$ cat config.mk
export PLATFORM = sky130hd
export DESIGN_NAME = skt_cell
export DESIGN_NICKNAME = d
export VERILOG_FILES = /design/src/hw/rtl/skt_pkg.sv /design/src/hw/rtl/skt_cell.sv
export SDC_FILE = /design/constraint.sdc
export NUM_CORES = 1
export LEC_CHECK = 0
export ABC_AREA = 1
export BUFFER_PORTS_ARGS = -buffer_cell sky130_fd_sc_hd__buf_2
export CORE_AREA = 2 2 142 144
export DETAILED_ROUTE_END_ITERATION = 6
export DIE_AREA = 0 0 144 146
export GPL_TIMING_DRIVEN = 0
export PLACE_DENSITY_LB_ADDON = 0.05
export SYNTH_ARGS = -nofsm -noshare
export SYNTH_HDL_FRONTEND = slang
export SYNTH_SLANG_ARGS = --single-unit
$ cat constraint.sdc
create_clock -name clk -period 3.7 [get_ports clk]
set_input_delay 0.185 -clock clk [delete_from_list [all_inputs] [get_ports clk]]
set_output_delay 0.185 -clock clk [all_outputs]
set_load 0.01 [all_outputs]
$ cat src/hw/rtl/skt_pkg.sv
// skt_pkg: shared types and constants for the sorted key total table
// field widths, status codes, controller states and the per-cell command struct
// depends on nothing
package skt_pkg;

  localparam int TABLE_DEPTH_DEFAULT = 64;
  localparam int KEY_BITS_DEFAULT    = 64;

  localparam int KEY_W    = 64;
  localparam int AMOUNT_W = 32;
  localparam int INDEX_W  = 6;
  localparam int POS_W    = 7;
  localparam int STATUS_W = 2;

  localparam logic FUNC_INSERT = 1'b0;
  localparam logic FUNC_READ   = 1'b1;

  localparam logic [STATUS_W-1:0] STATUS_MERGED   = 2'd0;
  localparam logic [STATUS_W-1:0] STATUS_INSERTED = 2'd1;
  localparam logic [STATUS_W-1:0] STATUS_DROPPED  = 2'd2;
  localparam logic [STATUS_W-1:0] STATUS_READ     = 2'd3;

  typedef enum logic [1:0] {
    ST_IDLE,
    ST_SEARCH,
    ST_RESOLVE,
    ST_COMMIT
  } state_t;

  typedef struct packed {
    logic cmp;
    logic shift;
    logic load;
    logic merge;
  } cell_cmd_t;

endpackage

$ cat src/hw/rtl/skt_cell.sv
// skt_cell: one table slot holding a key and its total
// compares against the broadcast key, takes its left neighbor on a shift
// depends on skt_pkg
module skt_cell #(
  parameter int KEY_BITS = skt_pkg::KEY_BITS_DEFAULT
) (
  input  logic                                clk,
  input  logic                                rst,
  input  skt_pkg::cell_cmd_t                  cmd,
  input  logic                                occ,
  input  logic [KEY_BITS-1:0]                 cmp_key,
  input  logic [KEY_BITS-1:0]                 left_key,
  input  logic signed [skt_pkg::AMOUNT_W-1:0] left_total,
  input  logic [KEY_BITS-1:0]                 wr_key,
  input  logic signed [skt_pkg::AMOUNT_W-1:0] wr_total,
  output logic [KEY_BITS-1:0]                 key,
  output logic signed [skt_pkg::AMOUNT_W-1:0] total,
  output logic                                lt,
  output logic                                eq
);

  always_ff @(posedge clk) begin
    if (rst) begin
      lt <= 1'b0;
      eq <= 1'b0;
    end else if (cmd.cmp) begin
      lt <= occ && (key < cmp_key);
      eq <= occ && (key == cmp_key);
    end
  end

  always_ff @(posedge clk) begin
    if (cmd.shift) begin
      key   <= left_key;
      total <= left_total;
    end else if (cmd.load) begin
      key   <= wr_key;
      total <= wr_total;
    end else if (cmd.merge) begin
      total <= wr_total;
    end
  end

endmodule

### Word level (Yosys, flattened, before mapping)

Cells that the tools add are included.

* multiplexer cells: 5
* reductions and logical operators: 4
* equality and inequality tests: 1
* order comparisons: 1

Operators by type and width (number)
* $mux 64: 2
* $mux 32: 3
* $eq 64x64->1: 1
* $lt 64x64->1: 1
* $reduce_bool 3->1: 1
* $logic_and 1x1->1: 2
* $reduce_bool 2->1: 1

* output and inout bits: 98
* word-level logic and storage cells: 15
* input port bits: 263
* bits in registers: 98

### Logic depth before layout (Yosys ltp)

Gate-level depths: netlist of run 1.

* depth after elaboration: 3
* mapped depth: 14
* mapped depth without buffers: 14

### Worst setup path after synthesis of run 1

OpenSTA, ideal clock, no wires.

* kind: input-to-reg
* from: input port cmd[2] (netlist bit)
* to: register total[0] (netlist bit), enable pin
* path buffers: 1
* arrival: 2.484 ns
* path slack: 0.841 ns
* setup time: 0.375 ns
* required time: 3.325 ns
* stages: 3
* cell sequence: buf_2 -> or2_1 -> or2_2

* longest elaborated chain between the ends: 1

RTL lines
* start, declared: line skt_cell.sv:9 `input skt_pkg::cell_cmd_t cmd,`
* $reduce_bool 3->1 (no source line)
* end signal, assigned: line skt_cell.sv:35 `total <= left_total;`
* end signal, assigned: line skt_cell.sv:38 `total <= wr_total;`
* end signal, assigned: line skt_cell.sv:40 `total <= wr_total;`
* end, declared: line skt_cell.sv:17 `output logic signed [skt_pkg::AMOUNT_W-1:0] total,`

Every way passes these cells.
A chain may end at the register's enable or synchronous reset.

### Worst setup path in the final report of run 1

* from: register key[55]
* to: register eq

* longest elaborated chain between the ends: 2

RTL lines
* start, declared: line skt_cell.sv:16 `output logic [KEY_BITS-1:0] key,`
* start signal, assigned: line skt_cell.sv:34 `key <= left_key;`
* start signal, assigned: line skt_cell.sv:37 `key <= wr_key;`
* $eq 64x64->1: line skt_cell.sv:28 `eq <= occ && (key == cmp_key);`
* $logic_and 1x1->1: line skt_cell.sv:28
* end signal, assigned: line skt_cell.sv:28
* end, declared: line skt_cell.sv:19 `output logic eq`

Every way passes these cells.

==> reports/results.ini, run 1 <==
[synth]
synthXorXnorAreaFrac = 0
synthTopCellsByArea = edfxtp_1, nand2_1, ha_1
synth_top_area_share = 0.487
synth_compound_area_frac = 0.0292
synth_async_sr_flop_share = 0
syn-num-nets = 1043
avgSynthCellArea_um2 = 8.27
ys_ff_latch = 98
synth-seq-area-share = 0.493
syn_area_mm2 = 0.00592
synth-simple-area-share = 0.268
synth.most_common_cell = nand2_1
ys_top_cells_by_count = nand2_1, edfxtp_1, inv_1, ha_1, a21oi_1
ys_types = 23
synth_edf_count = 96
synthMuxAreaShare = 0
synth_ff_type = edfxtp_1
yosys.area.top_type = edfxtp_1
synth_top_family_by_area = simple AND/OR/NAND/NOR gates
ys_warn_count = 0
synth_fa_ha_area_frac = 0.135
syn_inst = 716

[timing]
hold_viol = 0
finalSetupViolCount = 0
fmax_mhz = 558
slew_violations = 0
period_needed_ps = 1790
slew_headroom = 0.487
fin_worst_hold_slack_ps = 93.1
rsz0062_at_grt = no
layout_setup_ws_ps = 1910
fin_crit_sh = 0.484
worst_pin_slew_ps = 770
skew_ps = 7.46

[placed_design]
place_inst = 1341
port_buffers = 359
dp_hpwl_um = 15900
place_ws_ps = 1910
place_congestion = 0.803

[detailed_routing]
drtAntennaViolNets = 0
post-route-drc-count = 0
vias_per_cell = 4.15
routed_wl_um = 19000
drt-initial-drc-count = 137
dr.pass1.iters = 4
avgRoutedWirePerCell_um = 14.0
num_vias = 5649

[grt]
grt_pass1_wl_um = 28700
grt_overflow = 0
antenna_found_initial = 4
track_usage = 0.180
grt_max_degree = 58
grt_pass1_vias = 5607

[critical_path]
crit_path_end_kind = flop
worstPathRequired_ps = 3980
cpMaxStageDelayCell = edfxtp_1
crit_chain = ha_1 -> nand2_1 -> nor2_1 -> nand4_2 -> nor2_4 -> nand2_2 -> nor2_2 -> nand4_1 -> a21oi_1
worst-setup-path-type = flop to flop
cp_max_fo = 2
r2r_setup_slack_ps = 1910
path_delay_family = simple AND/OR/NAND/NOR gates
worst-path-buf-inv = 0
worst_setup_path_start_kind = flop
crit_arrival_ps = 2070
crit_path_max_incr_delay_ps = 410

[clock_tree]
cts_root_buffer = clkbuf_16
clkSlewWorstSetupHoldPaths_ps = 80
htree_levels = 3
cts_tree = built
cts_inserted_buffers = 9
post_cts_buffers = 0
clockBufferDepth = 2
clock-sinks = 98
clock_latency_ps = 350

[power]
powerDensity_mw_per_mm2 = 364
power_frac_seq = 0.462
p_leak_nw = 4.79
total_power_mw = 3.06
vdd_drop_max_v = 0.000194
p_switching_uw = 908
p_int_mw = 2.15
clkPwrFrac = 0.303
power.share.switching = 0.297
combPwrFrac = 0.235

[finish]
final_layout_size_suffix_gt1_frac = 0.362
fill_cells = 2061
syn_to_final_growth_pct = 41.6
nets = 1415
instances_no_fill = 1361
finish.utilization = 0.434

[run]
maxCapViolCount = 0

[floorplanning]
fp.dieArea_mm2 = 0.0210
initial_utilization = 0.306
dieHeight_um = 146
io_pins = 361
rows = 51
coreArea_mm2 = 0.0193
dieWidth_um = 144

[min_path]
hold_path_class = primary input to flop

[run_status]
status = finished, final reports clean

[timing repair]
item,in CTS,in global routing
endpoints found under the setup margin,0,0
hold endpoints to repair,2,0
hold buffers,1,0
resized for setup,0,0
[metrics by stage]
stage / instance area, µm² / setup TNS (ps)
CTS: 8380 / 0
global route: 8380 / 0
global placement: 8050 / -13300
finish: 8390 / 0
floorplan: 5920 / 0
detailed placement: 8080 / 0
[state kept, by name, summed over array words and instances, names as in the netlist]
signal	count
key	64
total	32
eq	1
lt	1
[path summary, 6_finish.rpt]
path / startpoint / endpoint / cells after the start
worst max-delay path: key[55] / eq / 9
worst min-delay path: wr_total[4] / total[4] / 3
worst max register to register: key[55] / eq / 9
worst min register to register: lt / lt / 2
[worst register-to-register path: stages, from the launching register on]
cell and delay [ps]:
edfxtp_1 410, ha_1 310, nand2_1 70, nor2_1 200, nand4_2 150, nor2_4 140, nand2_2 80, nor2_2 100
nand4_1 120, a21oi_1 140
[per-layer routing]
layer  global-route usage  vias to the layer above  wire length, µm
li1                     -                     3007                -
met1                0.197                     2412             7400
met2                0.332                      209             9760
met3               0.0471                       19             1570
met4               0.0598                        2              267
met5                    0                        -               16
[power by group through the flow]
stage | combinational, mW | clock (mW) | sequential, mW
after floorplan | 0.306 | 0 | 1.50
after global placement | 0.731 | 0 | 1.44
after detailed placement | 0.734 | 0 | 1.44
after CTS | 0.737 | 0.954 | 1.41
after global routing | 0.833 | 1.00 | 1.43
final | 0.719 | 0.926 | 1.41
[area by class of cell]
cell class,instances,area (µm²),share of cell area
Inverter,93,349,0.0416
Clock buffer,9,225,0.0269
Tap cell,265,332,0.0395
Antenna cell,3,7.51,0.000895
Clock inverter,7,62.6,0.00746
Timing Repair Buffer,361,1830,0.219
Sequential cell,98,2920,0.349
Multi-Input combinational cell,504,2570,0.306
Buffer,21,87.6,0.0104
[logic make-up (layout without fill, tap and decap cells)]
group	after synthesis	count (layout)
adders and majority gates	64	64
buffers and inverters	114	491
DFF	98	98
and+or+nand+nor	407	407
AOI/OAI and AO/OA	33	33
other	0	3
[cells in the final DEF (no fill, tap or decap)]
cell	synthesis	routed
buf_16	0	1
inv_2	3	3
ha_1	64	64
a21o_1	3	3
inv_6	0	1
clkbuf_1	13	13
inv_8	0	1
nand2_1	369	369
clkinv_4	0	4
nor3_1	1	1
diode_2	0	3
nand2_2	1	1
clkbuf_16	0	9
o21ai_0	4	4
inv_1	90	90
buf_2	7	366
or2_4	0	1
nand3_2	2	2
clkinvlp_4	0	1
nand4_2	1	1
buf_1	1	1
or2_2	1	1
dfxtp_1	2	2
nand3_1	2	2
nor2_2	3	3
edfxtp_1	96	96
nand4_1	6	6
nor2_4	1	1
nor2_1	19	19
dlygate4sd3_1	0	1
a21oi_1	26	26
Note: power is estimated with default switching activity, not from simulation.
==> inputs of run 2 (changes only) <==
clock period = 1.7 ns   (was 3.7 ns; I/O delays follow)
==> reports/results.ini, run 2 (same netlist as run 1, synthesis figures left out) <==
[run_status]
status = complete, but fails checks  ; was finished, final reports clean
violations = negative setup slack

[floorplanning]
io_pins = 361  ; unchanged
fp.dieArea_mm2 = 0.0210  ; unchanged
initial_utilization = 0.306  ; unchanged
coreArea_mm2 = 0.0193  ; unchanged
dieHeight_um = 146  ; unchanged
rows = 51  ; unchanged
dieWidth_um = 144  ; unchanged

[power]
power.share.switching = 0.295  ; was 0.297
power_frac_seq = 0.444  ; was 0.462
clkPwrFrac = 0.291  ; was 0.303
p_leak_nw = 5.26  ; was 4.79 nW
powerDensity_mw_per_mm2 = 728  ; was 364 mW/mm²
vdd_drop_max_v = 0.000419  ; was 0.000194 V
total_power_mw = 6.93  ; was 3.06 mW
p_switching_mw = 2.05  ; was 908 µW
p_int_mw = 4.88  ; was 2.15 mW
combPwrFrac = 0.265  ; was 0.235

[timing]
layout_setup_ws_ps = -68.0  ; was 1910 ps
slew_headroom = 0.418  ; was 0.487
slew_violations = 0  ; unchanged
period_needed_ps = 1770  ; was 1790 ps
worst_pin_slew_ps = 872  ; was 770 ps
finalSetupViolCount = 2  ; was 0
rsz0062_at_grt = yes  ; was no
fin_crit_sh = 1.04  ; was 0.484
fmax_mhz = 566  ; was 558 MHz
hold_viol = 0  ; unchanged
skew_ps = 7.57  ; was 7.46 ps

[critical_path]
worst_setup_path_start_kind = flop  ; unchanged
reg2reg_to = lt  ; was eq
reg2reg_from = key[54]  ; was key[55]
crit_arrival_ps = 2010  ; was 2070 ps
reg2reg_depth = 10  ; was 9
r2r_setup_slack_ps = -70  ; was 1910 ps
crit_path_end_kind = flop  ; unchanged
cp_max_fo = 2  ; unchanged
worst-setup-path-type = flop to flop  ; unchanged
worstPathRequired_ps = 1940  ; was 3980 ps

[clock_tree]
clock-sinks = 98  ; unchanged
clkSlewWorstSetupHoldPaths_ps = 80  ; about the same
cts_tree = built  ; unchanged
htree_levels = 3  ; unchanged
cts_root_buffer = clkbuf_16  ; unchanged
clock_latency_ps = 350  ; about the same
clockBufferDepth = 2  ; unchanged
cts_inserted_buffers = 9  ; unchanged

[grt]
grt_max_degree = 34  ; was 58
grt_pass1_vias = 6128  ; was 5,607
antenna_found_initial = 3  ; was 4
grt_overflow = 0  ; unchanged
grt_pass1_wl_um = 30200  ; was 28,700 µm
track_usage = 0.188  ; was 0.180

[finish]
final_layout_size_suffix_gt1_frac = 0.338  ; was 0.362
largest-register = key  ; unchanged
stdcell_area_mm2 = 0.00953  ; was 0.00839 mm²
final_common_cell = nand2_1  ; unchanged
largest_reg_flops = 64  ; unchanged
mostFrequentLayoutCells = nand2_1, buf_2, dlygate4sd3_1  ; was nand2_1, buf_2, edfxtp_1
nets = 1523  ; was 1,415
reg.largest.list = key x64, total x32  ; unchanged
syn_to_final_growth_pct = 60.8  ; was 41.6%

[placed_design]
port_buffers = 359  ; unchanged
place_area_mm2 = 0.00806  ; was 0.00808 mm²
place_congestion = 0.750  ; was 0.803
dp_hpwl_um = 15800  ; was 15,900 µm
place_ws_ps = -425  ; was 1910 ps

[detailed_routing]
routed_wl_um = 20100  ; was 19,000 µm
avgRoutedWirePerCell_um = 13.7  ; was 14.0 µm
dr.pass1.iters = 4  ; unchanged
drt-initial-drc-count = 184  ; was 137
vias_per_cell = 4.20  ; was 4.15
num_vias = 6170  ; was 5,649
post-route-drc-count = 0  ; unchanged
drtAntennaViolNets = 0  ; unchanged

[min_path]
hp-start = left_key[47]  ; was wr_total[4]
min_delay_path_depth = 3  ; unchanged
holdPathEnd = key[47]  ; was total[4]
hold_path_class = primary input to flop  ; unchanged

[run]
maxCapViolCount = 0  ; unchanged

run 2: changes by cell type in the layout (fill, tap and decap cells not counted), moves of 2 or more:
cell / previous run / this run
nand2_1: 369 / 367
ha_1: 64 / 60
dlygate4sd3_1: 1 / 108
ha_4: 0 / 4
run 2: worst max-delay path, cell delays in order (launching register included):
cell and delay (ps):
edfxtp_1 440, ha_4 300, nand2_4 50, nor2_4 140, nand4_4 120, nor2_4 150
nand2_2 90, nor2_2 120, nand2_1 90, nand4_1 80, a21oi_1 70
run 2: worst max-delay path by stage:
stage / endpoint / slack, ps / startpoint / cells past startpoint
6_report: lt / -70 / key[54] / 10
4_1_cts: eq / -40 / key[53] / 9
2_1_floorplan: total[0] / 120 / cmd[2] / 3
3_5_place_dp: total[8] / -430 / cmd[2] / 3
5_1_grt: lt / -160 / key[55] / 10
3_3_place_gp: total[8] / -420 / cmd[2] / 3
run 2: cell type report:
cell class                 instances  area [µm²]
fill                            1982        9810
sequential                        98        2920
timing repair buffer             468        2890
multi-input combinational        505        2660
inverter                          93         349
tap                              265         332
clock buffer                       9         225
buffer                            21        88.8
clock inverter                     7        63.8
antenna                            2        5.00
run 2: metrics by stage:
stage	cells	TNS, ps	hold slack [ps]	util
after global routing	1468	-321	4.30	0.493
after global placement	1340	-13540	260	0.417
after detailed placement	1340	-13680	262	0.417
after floorplan	716	0	154	-
final	1468	-108	7.68	0.493
after CTS	1466	-66.2	0.270	0.489
run 2: power by group through the flow:
stage,logic [mW],registers (mW),clock network (mW)
3_3_place_gp,1.59,3.12,0
6_report,1.84,3.08,2.02
3_5_place_dp,1.59,3.13,0
5_1_grt,2.09,3.11,2.16
4_1_cts,1.83,3.08,2.08
2_1_floorplan,0.669,3.25,0
run 2: repair_timing:
action / in CTS / in global routing
pin swaps: 6 / 9
setup buffers: 1 / 0
hold buffers: 108 / 0
endpoints found under the setup margin: 34 / 4
gates cloned: 1 / 0
resized for setup: 2 / 11
endpoints found under the hold margin: 68 / 0
run 2: per-layer routing:
layer	up-vias	wire [µm]	global-route usage
met5	-	0	0
met4	0	417	0.0647
met3	24	1640	0.0546
met2	226	10300	0.356
met1	2696	7740	0.195
li1	3224	-	-
==> inputs of run 3 (changes only) <==
SETUP_SLACK_MARGIN = 0.3   (was not set)
clock period = 2 ns   (was 1.7 ns; I/O delays follow)
==> reports/results.ini, run 3 (same netlist as run 1, synthesis figures left out) <==
[finish]
mostFrequentLayoutCells = nand2_1, buf_2, edfxtp_1  ; was nand2_1, buf_2, dlygate4sd3_1
largest-register = key  ; unchanged
final_common_cell = nand2_1  ; unchanged
antenna_cells = 0  ; was 2
stdcell_area_mm2 = 0.00873  ; was 0.00953 mm²
final_layout_size_suffix_gt1_frac = 0.363  ; was 0.338
instances_no_fill = 1386  ; was 1,468
largest_reg_flops = 64  ; unchanged
nets = 1443  ; was 1,523
reg.largest.list = key x64, total x32  ; unchanged
syn_to_final_growth_pct = 47.4  ; was 60.8%

[run]
maxCapViolCount = 0  ; unchanged

[placed_design]
place_congestion = 0.750  ; unchanged
port_buffers = 359  ; unchanged
dp_hpwl_um = 15800  ; unchanged
place_inst = 1340  ; unchanged
place_area_mm2 = 0.00806  ; unchanged

[timing]
period_needed_ps = 1760  ; was 1770 ps
finalSetupViolCount = 0  ; was 2
skew_ps = 4.81  ; was 7.57 ps
rsz0062_at_grt = yes  ; unchanged
fmax_mhz = 569  ; was 566 MHz
fin_worst_hold_slack_ps = 14.8  ; was 7.68 ps
hold_viol = 0  ; unchanged
slew_headroom = 0.418  ; about the same
timing.setup.tns_ps = 0  ; was -108 ps
slew_violations = 0  ; unchanged
fin_crit_sh = 0.879  ; was 1.04
worst_pin_slew_ps = 872  ; about the same

[floorplanning]
fp.dieArea_mm2 = 0.0210  ; unchanged
coreArea_mm2 = 0.0193  ; unchanged
initial_utilization = 0.306  ; unchanged
rows = 51  ; unchanged
io_pins = 361  ; unchanged
dieWidth_um = 144  ; unchanged
dieHeight_um = 146  ; unchanged

[power]
vdd_drop_max_v = 0.000352  ; was 0.000419 V
p_leak_nw = 4.91  ; was 5.26 nW
powerDensity_mw_per_mm2 = 657  ; was 728 mW/mm²
total_power_mw = 5.74  ; was 6.93 mW

[detailed_routing]
avgRoutedWirePerCell_um = 14.1  ; was 13.7 µm
post-route-drc-count = 0  ; unchanged
drtAntennaViolNets = 0  ; unchanged
dr.pass1.iters = 4  ; unchanged
num_vias = 5803  ; was 6,170
routed_wl_um = 19500  ; was 20,100 µm
drt-initial-drc-count = 160  ; was 184
vias_per_cell = 4.19  ; was 4.20

[clock_tree]
clockBufferDepth = 2  ; unchanged
cts_root_buffer = clkbuf_16  ; unchanged
clock-sinks = 98  ; unchanged
htree_levels = 3  ; unchanged
clock_latency_ps = 350  ; about the same
cts_inserted_buffers = 9  ; unchanged
cts_tree = built  ; unchanged
clkSlewWorstSetupHoldPaths_ps = 80  ; about the same

[critical_path]
crit_arrival_ps = 2000  ; was 2010 ps
worst-setup-path-type = flop to flop  ; unchanged
crit_path_max_incr_delay_ps = 440  ; about the same
cp_max_fo = 2  ; unchanged
worst_setup_path_start_kind = flop  ; unchanged
path_delay_family = simple AND/OR/NAND/NOR gates  ; unchanged
cpMaxStageDelayCell = edfxtp_1  ; unchanged
worstPathRequired_ps = 2240  ; was 1940 ps
cpMostUsedCell = nor2_4  ; unchanged
crit_chain = ha_4 -> nand2_4 -> nor2_4 -> nand4_4 -> nor2_4 -> nand2_2 -> nor2_2 -> nand2_1 -> nand4_1 -> a21oi_1  ; unchanged
worst-path-buf-inv = 0  ; unchanged
crit_path_end_kind = flop  ; unchanged

[min_path]
hold_path_class = primary input to flop  ; unchanged

[grt]
track_usage = 0.183  ; was 0.188
grt_pass1_wl_um = 29100  ; was 30,200 µm
antenna_found_initial = 1  ; was 3
grt_max_degree = 34  ; unchanged
grt_overflow = 0  ; unchanged
grt_pass1_vias = 5705  ; was 6,128

[run_status]
status = finished, final reports clean  ; was complete, but fails checks

## run 3: changes by cell type in the layout (fill, tap and decap cells not counted)
cell	delta
ha_4	+1
diode_2	-2
dlygate4sd3_1	-80
ha_1	-1
## run 3: timing repair
| action | 4_1_cts | 5_1_grt |
|---|---|---|
| pin swaps | 3 | 10 |
| buffers inserted | 1 | 0 |
| setup endpoints to repair | 34 | 3 |
| endpoints found under the hold margin | 24 | 0 |
| gates resized for setup | 2 | 12 |
| cloned | 1 | 0 |
| hold buffers | 28 | 0 |
## run 3: metrics by stage
| step | utilization | setup WS (ps) |
|---|---|---|
| floorplan | - | 401 |
| global placement | 0.417 | -135 |
| detailed placement | 0.417 | -140 |
| CTS | 0.448 | 259 |
| global route | 0.452 | 141 |
| finish | 0.452 | 243 |
## run 3: power breakdown
group	switching [mW]	internal [mW]	leakage, nW
registers	0.102	2.51	1.01
logic	0.766	0.649	3.76
clock network	0.838	0.869	0.142
total	1.71	4.03	4.91
## run 3: worst paths after layout
kind / depth (start not counted) / end / from / slack, ps
min reg2reg: 2 / lt / lt / 470
min: 3 / key[20] / wr_key[20] / 10
max: 10 / lt / key[54] / 240
max reg2reg: 10 / lt / key[54] / 240
## run 3: cell type report
class	count	area (µm²)
plain buffers	21	88.8
well taps	265	332
multi-input cells	505	2670
clock buffers	9	225
clock inverters	7	63.8
inverters	93	349
repair buffers	388	2080
flip-flops and latches	98	2920
fillers	2046	10600
## run 3: per-layer routing
metal | up-vias | routed length (µm) | global-route usage
li1 | 3066 | - | -
met5 | - | 0 | 0
met2 | 216 | 9920 | 0.341
met4 | 0 | 321 | 0.0578
met1 | 2503 | 7600 | 0.195
met3 | 18 | 1670 | 0.0550
## run 3: worst register-to-register path, delay by kind of cell, from the launching register on
kind | cells | cell delay (ps)
AOI/OAI and AO/OA | 1 | 70
adders and majority gates | 1 | 300
and+or+nand+nor | 8 | 850
DFF | 1 | 440
